### src/design/dlls_pkg.sv
// Shared types and constants for the doubly linked list store.
package dlls_pkg;

   localparam int CAPACITY_DEF = 32;
   localparam int CMD_W        = 2;
   localparam int POS_W        = 7;
   localparam int VALUE_W      = 32;
   localparam int STATUS_W     = 3;
   localparam int COUNT_OUT_W  = 7;

   typedef enum logic [CMD_W-1:0] {
      CMD_PUSH_FRONT = 2'd0,
      CMD_PUSH_BACK  = 2'd1,
      CMD_INSERT     = 2'd2,
      CMD_READ_OUT   = 2'd3
   } cmd_type;

   typedef enum logic [STATUS_W-1:0] {
      ST_INSERTED = 3'd0,
      ST_RANGE    = 3'd1,
      ST_FULL     = 3'd2,
      ST_ELEMENT  = 3'd3,
      ST_EMPTY    = 3'd4
   } status_type;

   typedef struct packed {
      logic data_we;
      logic next_we;
      logic rd_en;
   } mem_ctl_type;

endpackage

### src/design/dlls_node_mem.sv
// Node pool memories: element values and next links, one registered read port.
module dlls_node_mem #(
   parameter int  CAPACITY = dlls_pkg::CAPACITY_DEF,
   localparam int SLOT_W   = $clog2(CAPACITY)
) (
   input  logic                                clock,
   input  dlls_pkg::mem_ctl_type               ctl,
   input  logic [SLOT_W-1:0]                   data_addr,
   input  logic signed [dlls_pkg::VALUE_W-1:0] data_wdata,
   input  logic [SLOT_W-1:0]                   next_addr,
   input  logic [SLOT_W-1:0]                   next_wdata,
   input  logic [SLOT_W-1:0]                   rd_addr,
   output logic signed [dlls_pkg::VALUE_W-1:0] rd_data_ff,
   output logic [SLOT_W-1:0]                   rd_next_ff
);

   logic signed [dlls_pkg::VALUE_W-1:0] data_mem [CAPACITY];
   logic [SLOT_W-1:0]                   next_mem [CAPACITY];

   always_ff @(posedge clock) begin
      if (ctl.data_we) begin
         data_mem[data_addr] <= data_wdata;
      end
      if (ctl.next_we) begin
         next_mem[next_addr] <= next_wdata;
      end
      if (ctl.rd_en) begin
         rd_data_ff <= data_mem[rd_addr];
         rd_next_ff <= next_mem[rd_addr];
      end
   end

endmodule

### src/design/dlls_ctrl.sv
// Command sequencer: list walks, link updates, list registers and result register.
module dlls_ctrl #(
   parameter int  CAPACITY = dlls_pkg::CAPACITY_DEF,
   localparam int SLOT_W   = $clog2(CAPACITY),
   localparam int CNT_W    = $clog2(CAPACITY + 1)
) (
   input  logic                                    clock,
   input  logic                                    reset,
   input  logic                                    req_tvalid,
   output logic                                    req_tready,
   input  logic [dlls_pkg::CMD_W-1:0]              req_cmd,
   input  logic [dlls_pkg::POS_W-1:0]              req_position,
   input  logic signed [dlls_pkg::VALUE_W-1:0]     req_item_value,
   output logic                                    rsp_valid_ff,
   input  logic                                    rsp_tready,
   output logic [dlls_pkg::STATUS_W-1:0]           rsp_status_ff,
   output logic signed [dlls_pkg::VALUE_W-1:0]     rsp_value_ff,
   output logic                                    rsp_last_ff,
   output logic [dlls_pkg::COUNT_OUT_W-1:0]        rsp_count_ff,
   output dlls_pkg::mem_ctl_type                   ctl,
   output logic [SLOT_W-1:0]                       data_addr,
   output logic signed [dlls_pkg::VALUE_W-1:0]     data_wdata,
   output logic [SLOT_W-1:0]                       next_addr,
   output logic [SLOT_W-1:0]                       next_wdata,
   output logic [SLOT_W-1:0]                       rd_addr,
   input  logic signed [dlls_pkg::VALUE_W-1:0]     rd_data_ff,
   input  logic [SLOT_W-1:0]                       rd_next_ff
);

   typedef enum logic [3:0] {
      S_IDLE   = 4'b0001,
      S_WALK   = 4'b0010,
      S_STITCH = 4'b0100,
      S_READ   = 4'b1000
   } state_type;

   state_type                           state_ff, state_in;
   logic [SLOT_W-1:0]                   head_ff, head_in;
   logic [SLOT_W-1:0]                   tail_ff, tail_in;
   logic [SLOT_W-1:0]                   cur_ff, cur_in;
   logic [CNT_W-1:0]                    count_ff, count_in;
   logic [CNT_W-1:0]                    rem_ff, rem_in;
   logic signed [dlls_pkg::VALUE_W-1:0] value_ff, value_in;
   logic                                rsp_valid_in;
   logic [dlls_pkg::STATUS_W-1:0]       rsp_status_in;
   logic signed [dlls_pkg::VALUE_W-1:0] rsp_value_in;
   logic                                rsp_last_in;
   logic [dlls_pkg::COUNT_OUT_W-1:0]    rsp_count_in;

   logic                                out_free;
   logic                                accept;
   logic                                full;
   logic                                range_bad;
   logic                                is_empty;
   logic [SLOT_W-1:0]                   new_slot;
   logic [CNT_W-1:0]                    count_inc;
   logic [dlls_pkg::POS_W-1:0]          count_pos;
   logic [dlls_pkg::POS_W-1:0]          pos_m1;

   assign out_free   = !rsp_valid_ff || rsp_tready;
   assign req_tready = (state_ff == S_IDLE) && out_free;
   assign accept     = req_tvalid && req_tready;
   assign full       = (count_ff == CNT_W'(CAPACITY));
   assign is_empty   = (count_ff == '0);
   assign count_pos  = dlls_pkg::POS_W'(count_ff);
   assign range_bad  = (req_cmd == dlls_pkg::CMD_INSERT) && (req_position > count_pos);
   assign new_slot   = count_ff[SLOT_W-1:0];
   assign count_inc  = count_ff + CNT_W'(1);
   assign pos_m1     = req_position - dlls_pkg::POS_W'(1);

   always_comb begin
      state_in      = state_ff;
      head_in       = head_ff;
      tail_in       = tail_ff;
      cur_in        = cur_ff;
      count_in      = count_ff;
      rem_in        = rem_ff;
      value_in      = value_ff;
      rsp_valid_in  = rsp_valid_ff && !rsp_tready;
      rsp_status_in = rsp_status_ff;
      rsp_value_in  = rsp_value_ff;
      rsp_last_in   = rsp_last_ff;
      rsp_count_in  = rsp_count_ff;
      ctl           = '0;
      data_addr     = new_slot;
      data_wdata    = req_item_value;
      next_addr     = new_slot;
      next_wdata    = head_ff;
      rd_addr       = head_ff;

      case (state_ff)
         S_IDLE: begin
            if (accept) begin
               rsp_value_in = '0;
               rsp_last_in  = 1'b1;
               rsp_count_in = dlls_pkg::COUNT_OUT_W'(count_ff);
               if (req_cmd == dlls_pkg::CMD_READ_OUT) begin
                  if (is_empty) begin
                     rsp_valid_in  = 1'b1;
                     rsp_status_in = dlls_pkg::ST_EMPTY;
                  end else begin
                     ctl.rd_en = 1'b1;
                     rem_in    = count_ff - CNT_W'(1);
                     state_in  = S_READ;
                  end
               end else if (range_bad) begin
                  rsp_valid_in  = 1'b1;
                  rsp_status_in = dlls_pkg::ST_RANGE;
               end else if (full) begin
                  rsp_valid_in  = 1'b1;
                  rsp_status_in = dlls_pkg::ST_FULL;
               end else if (req_cmd == dlls_pkg::CMD_PUSH_FRONT ||
                            (req_cmd == dlls_pkg::CMD_INSERT && req_position == '0)) begin
                  ctl.data_we   = 1'b1;
                  ctl.next_we   = 1'b1;
                  head_in       = new_slot;
                  if (is_empty) begin
                     tail_in = new_slot;
                  end
                  count_in      = count_inc;
                  rsp_valid_in  = 1'b1;
                  rsp_status_in = dlls_pkg::ST_INSERTED;
                  rsp_count_in  = dlls_pkg::COUNT_OUT_W'(count_inc);
               end else if (req_cmd == dlls_pkg::CMD_PUSH_BACK ||
                            req_position == count_pos) begin
                  // The new tail's own next link is never followed, so only the old tail
                  // gets its link written.
                  ctl.data_we   = 1'b1;
                  ctl.next_we   = !is_empty;
                  next_addr     = tail_ff;
                  next_wdata    = new_slot;
                  tail_in       = new_slot;
                  if (is_empty) begin
                     head_in = new_slot;
                  end
                  count_in      = count_inc;
                  rsp_valid_in  = 1'b1;
                  rsp_status_in = dlls_pkg::ST_INSERTED;
                  rsp_count_in  = dlls_pkg::COUNT_OUT_W'(count_inc);
               end else begin
                  ctl.rd_en = 1'b1;
                  cur_in    = head_ff;
                  rem_in    = pos_m1[CNT_W-1:0];
                  value_in  = req_item_value;
                  state_in  = S_WALK;
               end
            end
         end
         S_WALK: begin
            if (rem_ff == '0) begin
               // The node before the position is found; its successor becomes ours.
               ctl.data_we = 1'b1;
               ctl.next_we = 1'b1;
               data_wdata  = value_ff;
               next_wdata  = rd_next_ff;
               state_in    = S_STITCH;
            end else begin
               ctl.rd_en = 1'b1;
               rd_addr   = rd_next_ff;
               cur_in    = rd_next_ff;
               rem_in    = rem_ff - CNT_W'(1);
            end
         end
         S_STITCH: begin
            if (out_free) begin
               ctl.next_we   = 1'b1;
               next_addr     = cur_ff;
               next_wdata    = new_slot;
               count_in      = count_inc;
               rsp_valid_in  = 1'b1;
               rsp_status_in = dlls_pkg::ST_INSERTED;
               rsp_value_in  = '0;
               rsp_last_in   = 1'b1;
               rsp_count_in  = dlls_pkg::COUNT_OUT_W'(count_inc);
               state_in      = S_IDLE;
            end
         end
         S_READ: begin
            rd_addr = rd_next_ff;
            if (out_free) begin
               rsp_valid_in  = 1'b1;
               rsp_status_in = dlls_pkg::ST_ELEMENT;
               rsp_value_in  = rd_data_ff;
               rsp_last_in   = (rem_ff == '0);
               rsp_count_in  = dlls_pkg::COUNT_OUT_W'(count_ff);
               if (rem_ff == '0) begin
                  state_in = S_IDLE;
               end else begin
                  ctl.rd_en = 1'b1;
                  rem_in    = rem_ff - CNT_W'(1);
               end
            end
         end
         default: begin
            state_in = S_IDLE;
         end
      endcase
   end

   always_ff @(posedge clock) begin
      if (reset) begin
         state_ff     <= S_IDLE;
         head_ff      <= '0;
         tail_ff      <= '0;
         count_ff     <= '0;
         rem_ff       <= '0;
         rsp_valid_ff <= 1'b0;
      end else begin
         state_ff     <= state_in;
         head_ff      <= head_in;
         tail_ff      <= tail_in;
         count_ff     <= count_in;
         rem_ff       <= rem_in;
         rsp_valid_ff <= rsp_valid_in;
      end
   end

   always_ff @(posedge clock) begin
      cur_ff        <= cur_in;
      value_ff      <= value_in;
      rsp_status_ff <= rsp_status_in;
      rsp_value_ff  <= rsp_value_in;
      rsp_last_ff   <= rsp_last_in;
      rsp_count_ff  <= rsp_count_in;
   end

   a_count_bound: assert property (@(posedge clock) disable iff (reset)
      count_ff <= CNT_W'(CAPACITY))
      else $error("List count exceeds the pool size.");

   a_push_grows: assert property (@(posedge clock) disable iff (reset)
      (accept && !full && (req_cmd == dlls_pkg::CMD_PUSH_FRONT ||
                           req_cmd == dlls_pkg::CMD_PUSH_BACK))
      |=> (count_ff == CNT_W'($past(count_ff) + CNT_W'(1))))
      else $error("A push into a pool with room did not add a node.");

   a_rem_in_list: assert property (@(posedge clock) disable iff (reset)
      (state_ff == S_WALK || state_ff == S_READ) |-> (rem_ff < count_ff))
      else $error("Walk counter points beyond the list.");

   a_read_no_write: assert property (@(posedge clock) disable iff (reset)
      (state_ff == S_READ) |-> !(ctl.data_we || ctl.next_we))
      else $error("Pool written during a read out.");

endmodule

### src/design/doubly_linked_list_store_top.sv
// A push is answered from idle. An insert at a middle position walks the pool, one
// memory read per cycle, then stitches the node in. A read out delivers one element a
// cycle while the consumer is ready; an empty list is answered from idle. Results
// leave through an output register; a stalled consumer holds the read out and the
// stitch. Synchronous reset empties the list; pool entries stay unwritten until used.
module doubly_linked_list_store_top #(
   parameter int CAPACITY = dlls_pkg::CAPACITY_DEF
) (
   input  logic        clock,
   input  logic        reset,
   input  logic        req_tvalid,
   output logic        req_tready,
   input  logic [39:0] req_tdata,   // position[6:0], item_value[38:7], zero[39]
   input  logic [1:0]  req_tuser,   // cmd[1:0]
   output logic        rsp_tvalid,
   input  logic        rsp_tready,
   output logic [39:0] rsp_tdata,   // element_value[31:0], element_count[38:32], zero[39]
   output logic [2:0]  rsp_tuser,   // status[2:0]
   output logic        rsp_tlast
);

   localparam int SLOT_W = $clog2(CAPACITY);

   dlls_pkg::mem_ctl_type               ctl;
   logic [SLOT_W-1:0]                   data_addr;
   logic signed [dlls_pkg::VALUE_W-1:0] data_wdata;
   logic [SLOT_W-1:0]                   next_addr;
   logic [SLOT_W-1:0]                   next_wdata;
   logic [SLOT_W-1:0]                   rd_addr;
   logic signed [dlls_pkg::VALUE_W-1:0] rd_data_ff;
   logic [SLOT_W-1:0]                   rd_next_ff;
   logic signed [dlls_pkg::VALUE_W-1:0] rsp_value;
   logic [dlls_pkg::COUNT_OUT_W-1:0]    rsp_count;

   dlls_ctrl #(
      .CAPACITY(CAPACITY)
   ) u_ctrl (
      .clock          (clock),
      .reset          (reset),
      .req_tvalid     (req_tvalid),
      .req_tready     (req_tready),
      .req_cmd        (req_tuser),
      .req_position   (req_tdata[6:0]),
      .req_item_value (req_tdata[38:7]),
      .rsp_valid_ff   (rsp_tvalid),
      .rsp_tready     (rsp_tready),
      .rsp_status_ff  (rsp_tuser),
      .rsp_value_ff   (rsp_value),
      .rsp_last_ff    (rsp_tlast),
      .rsp_count_ff   (rsp_count),
      .ctl            (ctl),
      .data_addr      (data_addr),
      .data_wdata     (data_wdata),
      .next_addr      (next_addr),
      .next_wdata     (next_wdata),
      .rd_addr        (rd_addr),
      .rd_data_ff     (rd_data_ff),
      .rd_next_ff     (rd_next_ff)
   );

   dlls_node_mem #(
      .CAPACITY(CAPACITY)
   ) u_node_mem (
      .clock      (clock),
      .ctl        (ctl),
      .data_addr  (data_addr),
      .data_wdata (data_wdata),
      .next_addr  (next_addr),
      .next_wdata (next_wdata),
      .rd_addr    (rd_addr),
      .rd_data_ff (rd_data_ff),
      .rd_next_ff (rd_next_ff)
   );

   assign rsp_tdata = {1'b0, rsp_count, rsp_value};

endmodule

### config.mk
export PLATFORM = sky130hd
export DESIGN_NAME = doubly_linked_list_store_top
export DESIGN_NICKNAME = d
export VERILOG_FILES = /design/src/design/dlls_pkg.sv /design/src/design/dlls_node_mem.sv /design/src/design/dlls_ctrl.sv /design/src/design/doubly_linked_list_store_top.sv
export SDC_FILE = /design/constraint.sdc
export NUM_CORES = 1
export LEC_CHECK = 0
export ABC_AREA = 1
export CAP_MARGIN = 15
export CELL_PAD_IN_SITES_DETAIL_PLACEMENT = 2
export CELL_PAD_IN_SITES_GLOBAL_PLACEMENT = 2
export CORE_MARGIN = 3
export CORE_UTILIZATION = 46
export DETAILED_ROUTE_END_ITERATION = 12
export DONT_BUFFER_PORTS = 1
export MAX_ROUTING_LAYER = met4
export PLACE_DENSITY_LB_ADDON = 0.12
export SYNTH_ARGS = -nofsm -noshare
export SYNTH_HDL_FRONTEND = slang
export SYNTH_SLANG_ARGS = --single-unit
### constraint.sdc
create_clock -name clock -period 7.15 [get_ports clock]
set_input_delay 0.3575 -clock clock [delete_from_list [all_inputs] [get_ports clock]]
set_output_delay 0.3575 -clock clock [all_outputs]
set_load 0.005 [all_outputs]
# Word level (Yosys, flattened, before mapping)
# Memory sizes are Yosys's and may differ from the RTL's. A register that Yosys moved wholly into a read port is not among the register bits.
# Cells that the tools add are included.
classes:
  n_mux: 121
  reduce_logical: 31
  n_bitwise: 5
  addsub: 4
  n_lt_le_gt_ge: 1
  eq_ne: 29
ops:
  columns: ["op", "n"]
  rows:
  - ["two-way mux 32 bit", 5]
  - ["two-way mux 5 bit", 28]
  - ["two-way mux 6 bit", 17]
  - ["case mux 32 bit (3 select lines)", 1]
  - ["two-way mux 7 bit", 7]
  - ["two-way mux 4 bit", 11]
  - ["two-way mux 3 bit", 12]
  - ["case mux 5 bit (2 select lines)", 3]
  - ["AND reduction 7 bit", 4]
  - ["two-way mux 1 bit", 22]
  - ["case mux 7 bit (3 select lines)", 1]
  - ["!= test 3 bit (second input constant)", 6]
  - ["case mux 6 bit (3 select lines)", 1]
  - ["subtractor 6 x 1 -> 6 bit (second input constant)", 3]
  - ["case mux 4 bit (4 select lines)", 1]
  - ["AND reduction 8 bit", 2]
  - ["case mux 5 bit (3 select lines)", 1]
  - ["zero test 6 bit", 2]
  - ["!= test 2 x 1 -> 1 bit (second input constant)", 6]
  - ["!= test 2 bit (second input constant)", 6]
  - ["case mux 6 bit (2 select lines)", 1]
  - ["AND reduction 10 bit", 1]
  - ["case mux 1 bit (3 select lines)", 3]
  - ["case mux 3 bit (3 select lines)", 1]
  - ["25 further kinds", 46]
word_totals:
  mem_bits_rw: 1184
  register_bits: 107
  n_memories: 2
  word_cells: 205
  output_inout_bits: 46
mem_list:
  columns: ["name", "depth", "width", "read_ports", "rd_ports_with_merged_regs", "write_ports", "line_no", "rtl"]
  rows:
  - ["u_node_mem.data_mem", 32, 32, 1, 1, 1, "dlls_node_mem.sv:17", "logic signed [dlls_pkg::VALUE_W-1:0] data_mem [CAPACITY];"]
  - ["u_node_mem.next_mem", 32, 5, 1, 1, 1, "dlls_node_mem.sv:18", "logic [SLOT_W-1:0] next_mem [CAPACITY];"]

# Logic depth before layout (Yosys ltp)
depth:
  depth_word: 11
  ltp_mapped: 17

# Cells and area by module
# Synthesis repeated with hierarchy kept, for this count alone.
unflattened:
  cells_unflattened: 4859
  hier_area_um2: 55512.0
modules_own_cells:
  columns: ["mod", "cells_per_inst", "instances", "area_each_um2", "seq_area_each_um2"]
  rows:
  - ["dlls_node_mem", 4129, 1, 49761.5, 36665.2]
  - ["dlls_ctrl", 728, 1, 5739.3, 2912.8]
  - ["doubly_linked_list_store_top", 2, 1, 11.3, 0.0]

# Worst setup path before layout
# No wires, ideal clock.
synth_timing:
  kind: "reg2reg"
  from: "reg u_ctrl.state_ff[3]"
  to: "reg u_ctrl.rsp_status_ff[0] in the netlist's numbering, enable pin"
  path_buffers: 1
  synth_period_minus_slack_ns: 4.858
  stages_incl_launch_ff: 8
  path_slack_ns: 2.292
  setup_time_ns: 0.348
  required_time_ns: 6.802
  t_arrival_ns: 4.511
  cell_sequence: "dfxtp_1 > nor2_1 > nand3_1 > clkbuf_1 > nand2_1 > inv_1 > a211oi_1 > a21boi_0"
synth_via:
  elab_chain_len: 5
  word_cells_on_any_way: 12
synth_rtl:
  columns: ["element", "line_no", "rtl"]
  rows:
  - ["start: declaration", "dlls_ctrl.sv:37", "state_type state_ff, state_in;"]
  - ["start signal: assignment", "dlls_ctrl.sv:209", "state_ff <= state_in;"]
  - ["== test 4 x 1 -> 1 bit", "dlls_ctrl.sv:61, dlls_ctrl.sv:91", null]
  - ["logical AND 1 bit", "dlls_ctrl.sv:61", "assign req_tready = (state_ff == S_IDLE) && out_free;"]
  - ["logical AND 1 bit", "dlls_ctrl.sv:62", "assign accept = req_tvalid && req_tready;"]
  - ["!= test 2 x 1 -> 1 bit (no source line)", null, null]
  - ["AND reduction 6 bit (no source line) (*)", null, null]
  - ["end signal: assignment", "dlls_ctrl.sv:221", "rsp_status_ff <= rsp_status_in;"]
  - ["end: declaration", "dlls_ctrl.sv:16", "output logic [dlls_pkg::STATUS_W-1:0] rsp_status_ff,"]
# Every way passes the cells marked *; elsewhere a longest branch is shown, timed or not.
# A chain may end at the register's enable or synchronous reset.

# Worst setup path after layout
layout_timing:
  from: "reg u_ctrl.count_ff[4]"
  to: "mem u_node_mem.data_mem[28][6] in the netlist's numbering, enable pin"
layout_via:
  elab_chain_len: 11
  word_cells_on_any_way: 14
layout_rtl:
  columns: ["element", "line_no", "rtl"]
  rows:
  - ["start: declaration", "dlls_ctrl.sv:41", "logic [CNT_W-1:0] count_ff, count_in;"]
  - ["start signal: assignment", "dlls_ctrl.sv:212", "count_ff <= count_in;"]
  - ["== test 7 x 6 -> 1 bit", "dlls_ctrl.sv:125", "req_position == count_pos) begin"]
  - ["logical OR 1 bit", "dlls_ctrl.sv:124", "end else if (req_cmd == dlls_pkg::CMD_PUSH_BACK ||"]
  - ["two-way mux 2 bit", "dlls_ctrl.sv:124", null]
  - ["two-way mux 2 bit", "dlls_ctrl.sv:112", "end else if (req_cmd == dlls_pkg::CMD_PUSH_FRONT ||"]
  - ["two-way mux 3 bit", "dlls_ctrl.sv:109", "end else if (full) begin"]
  - ["two-way mux 3 bit", "dlls_ctrl.sv:106", "end else if (range_bad) begin"]
  - ["two-way mux 2 bit", "dlls_ctrl.sv:97", "if (req_cmd == dlls_pkg::CMD_READ_OUT) begin"]
  - ["two-way mux 3 bit", "dlls_ctrl.sv:93", "if (accept) begin"]
  - ["case mux 1 bit (2 select lines)", "dlls_ctrl.sv:91", "case (state_ff)"]
  - ["two-way mux 1 bit", "dlls_node_mem.sv:21", "if (ctl.data_we) begin"]
  - ["two-way mux 1 bit (implied by the code)", "dlls_node_mem.sv:22", "data_mem[data_addr] <= data_wdata;"]
  - ["end: declaration", "dlls_node_mem.sv:17", null]
# Several ways; a longest one is shown, not always the timed one.

==> flow_summary.json <==
{
  "yosysTopAreaCellShare_pct": 66.79,
  "vdd_drop_max_uv": 547.4,
  "via_per_inst": 6.081,
  "place_hpwl_um": 120500,
  "vias": 44411,
  "drt-pass1-iter-count": 7,
  "multi_input_area_um2": 15120,
  "rsz0062_at_grt": "no",
  "synth_simple_gate_area_share_pct": 23.59,
  "netlist_area_um2": 58450,
  "register_area_um2": 39580,
  "hp-class": "in -> reg",
  "synthCells": 5570,
  "finClkSkew_ps": 36.87,
  "avgSynthCellArea_um2": 10.49,
  "grt_pass1_wl_um": 329300,
  "cp_max_fo": 21,
  "fmax_mhz": 184.6,
  "drv_cap": 0,
  "cts_tree": "yes",
  "numCtsBuffers": 145,
  "hp-start": "rsp_tready",
  "crit_type": "reg -> reg",
  "clk_pin_slew_ps": 60,
  "grt_max_degree": 185,
  "p_per_area_nw_per_um2": 332.8,
  "tns_ps": 0,
  "power_mw": 21.83,
  "cp-end-kind": "register",
  "period_minus_slack_ps": 5417,
  "fp-row-count": 130,
  "yosys.area.top_type": "edfxtp_1",
  "area_delta_synth_final_pct": 12.24,
  "drt_iter0_markers": 4535,
  "synthMuxAreaShare_pct": 0.01713,
  "postSynth.asyncResetShare_pct": 0,
  "antenna_found_initial": 14,
  "die_area_um2": 131400,
  "cts_buffer_depth": 3,
  "ys_warn_count": 0,
  "critPathMaxStageDelay_ps": 1040,
  "cp_num_buf_inv": 3,
  "synth_compound_area_share_pct": 1.278,
  "htreeDepth": 4,
  "arrival_ps": 5870,
  "start_util_pct": 46.43,
  "drive_above_1_share_pct": 6.758,
  "grt_pass1_vias": 49366,
  "period_share_pct": 75.76,
  "gp_congestion": 0.8722,
  "critPathTopFamily": "simple AND/OR/NAND/NOR gates",
  "ys_seq_area_share_pct": 67.71,
  "io_pins": 92,
  "synth-xor-area-share_pct": 0.08991,
  "clk_latency_ps": 800,
  "synth_top_family_by_area": "simple AND/OR/NAND/NOR gates",
  "drc_errors": 0,
  "p_leak_nw": 25.79,
  "critPathLaunch": "u_ctrl.count_ff[4]",
  "wl_um": 225800,
  "post_cts_buffers": 0,
  "synth_ff_type": "edfxtp_1",
  "crit_path_start_kind": "register",
  "io_buffer_count": 0,
  "hold_viol": 0,
  "status": "completed",
  "fin_nets": 5583,
  "reg2reg_from": "u_ctrl.count_ff[4]",
  "grtUsageTotal_pct": 34.86,
  "core_um2": 125900,
  "cp_common_cell": "nand2_1",
  "setup_viol": 0,
  "fillers": 12474,
  "maxSlewViolCount": 0,
  "die_x_um": 362.5,
  "root_buffer": "clkbuf_16",
  "ant_nets": 0,
  "cts_resized": 0,
  "required_ps": 7600,
  "synth_edf_count": 1300,
  "overflow": 0,
  "cts_sinks": 1327,
  "wire_per_inst_um": 30.92,
  "synth_top_cells_by_area": "edfxtp_1 (67%), nand3_1 (11%), nand2_1 (9.2%)",
  "layout_common_cells": "nand2_1 (1434), edfxtp_1 (1300), nand3_1 (1293), inv_1 (684), clkbuf_16 (153)",
  "relSlewSlack_pct": 14.91,
  "cp_slowest_cell": "nor2_4",
  "synthAdderAreaFrac_pct": 0.2355,
  "ys_ff_latch": 1327,
  "crit_chain": "clkinv_1 -> ha_1 -> nand2_1 -> nor2_1 -> a21boi_0 -> nand2_1 -> nand2_1 -> nor2_1 -> nand2_1 -> nor2_2 -> nor2_1 -> inv_2 -> nand2_2 -> nor2_4 -> buf_4",
  "synthDistinctLibCells": 45,
  "layout.cells.most_common": "nand2_1",
  "worst_slew_pin_slew_ps": 1273,
  "dieHeight_um": 362.5,
  "ctsHoldBuffers": 34
}
[cells in the mapped netlist (6+ instances only)]
cell type and number:
nand2_1 1435, edfxtp_1 1300, nand3_1 1293, inv_1 685, buf_2 173, nor2_1 154, nand3b_1 148, clkbuf_1 99
buf_1 62, o21ai_0 46, a21oi_1 35, dfxtp_1 27, ha_1 11, o211ai_1 8, nand2_2 7, o21ai_1 7
buf_4 6, inv_2 6
[logic make-up after synthesis]
family / Yosys count
mux: 1
other cells: 1
buf+inv: 1036
xor+xnor: 6
compound gates: 126
simple gates: 3062
fa+ha+maj: 11
flops: 1327
[worst min-delay path: stages]
cell	delay, ps
nor2_1	120
o211ai_1	210
a21oi_1	90
[sequential cells by signal (all words and copies together), names as in the netlist]
register and cells:
u_ctrl.count_ff 6, u_ctrl.cur_ff 5, u_ctrl.head_ff 5, u_ctrl.rem_ff 6, u_ctrl.rsp_count_ff 6, u_ctrl.rsp_last_ff 1, u_ctrl.rsp_status_ff 3, u_ctrl.rsp_valid_ff 1
u_ctrl.rsp_value_ff 32, u_ctrl.state_ff 4, u_ctrl.tail_ff 5, u_ctrl.value_ff 32, u_node_mem.data_mem 1024, u_node_mem.next_mem 160, u_node_mem.rd_data_ff 32, u_node_mem.rd_next_ff 5
[per-layer routing]
metal	GRT usage, %	wire, µm
met2	58.65	113400
met3	4.505	13730
met1	42.71	88620
met4	14.42	10060
met5	-	0
[report_power, final]
group          switching, mW  internal [mW]
sequential             0.202           9.12
clock                   3.29           4.18
combinational           3.87           1.17
total                   7.37           14.5
[area by class of cell]
cell class              count  share of cell area [%]
flip-flops and latches   1327                   60.33
diodes                     15                 0.05722
clock buffers             192                   6.105
multi-input cells        3208                   23.04
repair buffers            149                   2.582
clock inverters            67                  0.7476
well taps                1650                   3.147
inverters                 695                   3.988
[final timing paths]
| path | endpoint | slack [ps] | cells past startpoint |
|---|---|---|---|
| min reg2reg | u_ctrl.tail_ff[2] | 470 | 2 |
| max reg2reg | u_node_mem.data_mem[28][6] | 1730 | 15 |
| max | u_node_mem.data_mem[28][6] | 1730 | 15 |
| min | u_ctrl.rsp_valid_ff | 80 | 3 |
[per-stage QoR]
step | instance area [µm²] | worst slack (ps) | instances | hold slack, ps | util [%]
6_report | 65600 | 1733 | 7303 | 78.76 | 52.11
5_1_grt | 65600 | 1408 | 7303 | 62.22 | 52.11
4_1_cts | 65230 | 1788 | 7275 | 59.91 | 51.81
3_5_place_dp | 60390 | 1843 | 6982 | 431.0 | 47.97
3_3_place_gp | 60370 | 2000 | 6981 | 430.5 | 47.95
2_1_floorplan | 58450 | 2292 | 5571 | 426.6 | -
Note: power is estimated with default switching activity, not from simulation.
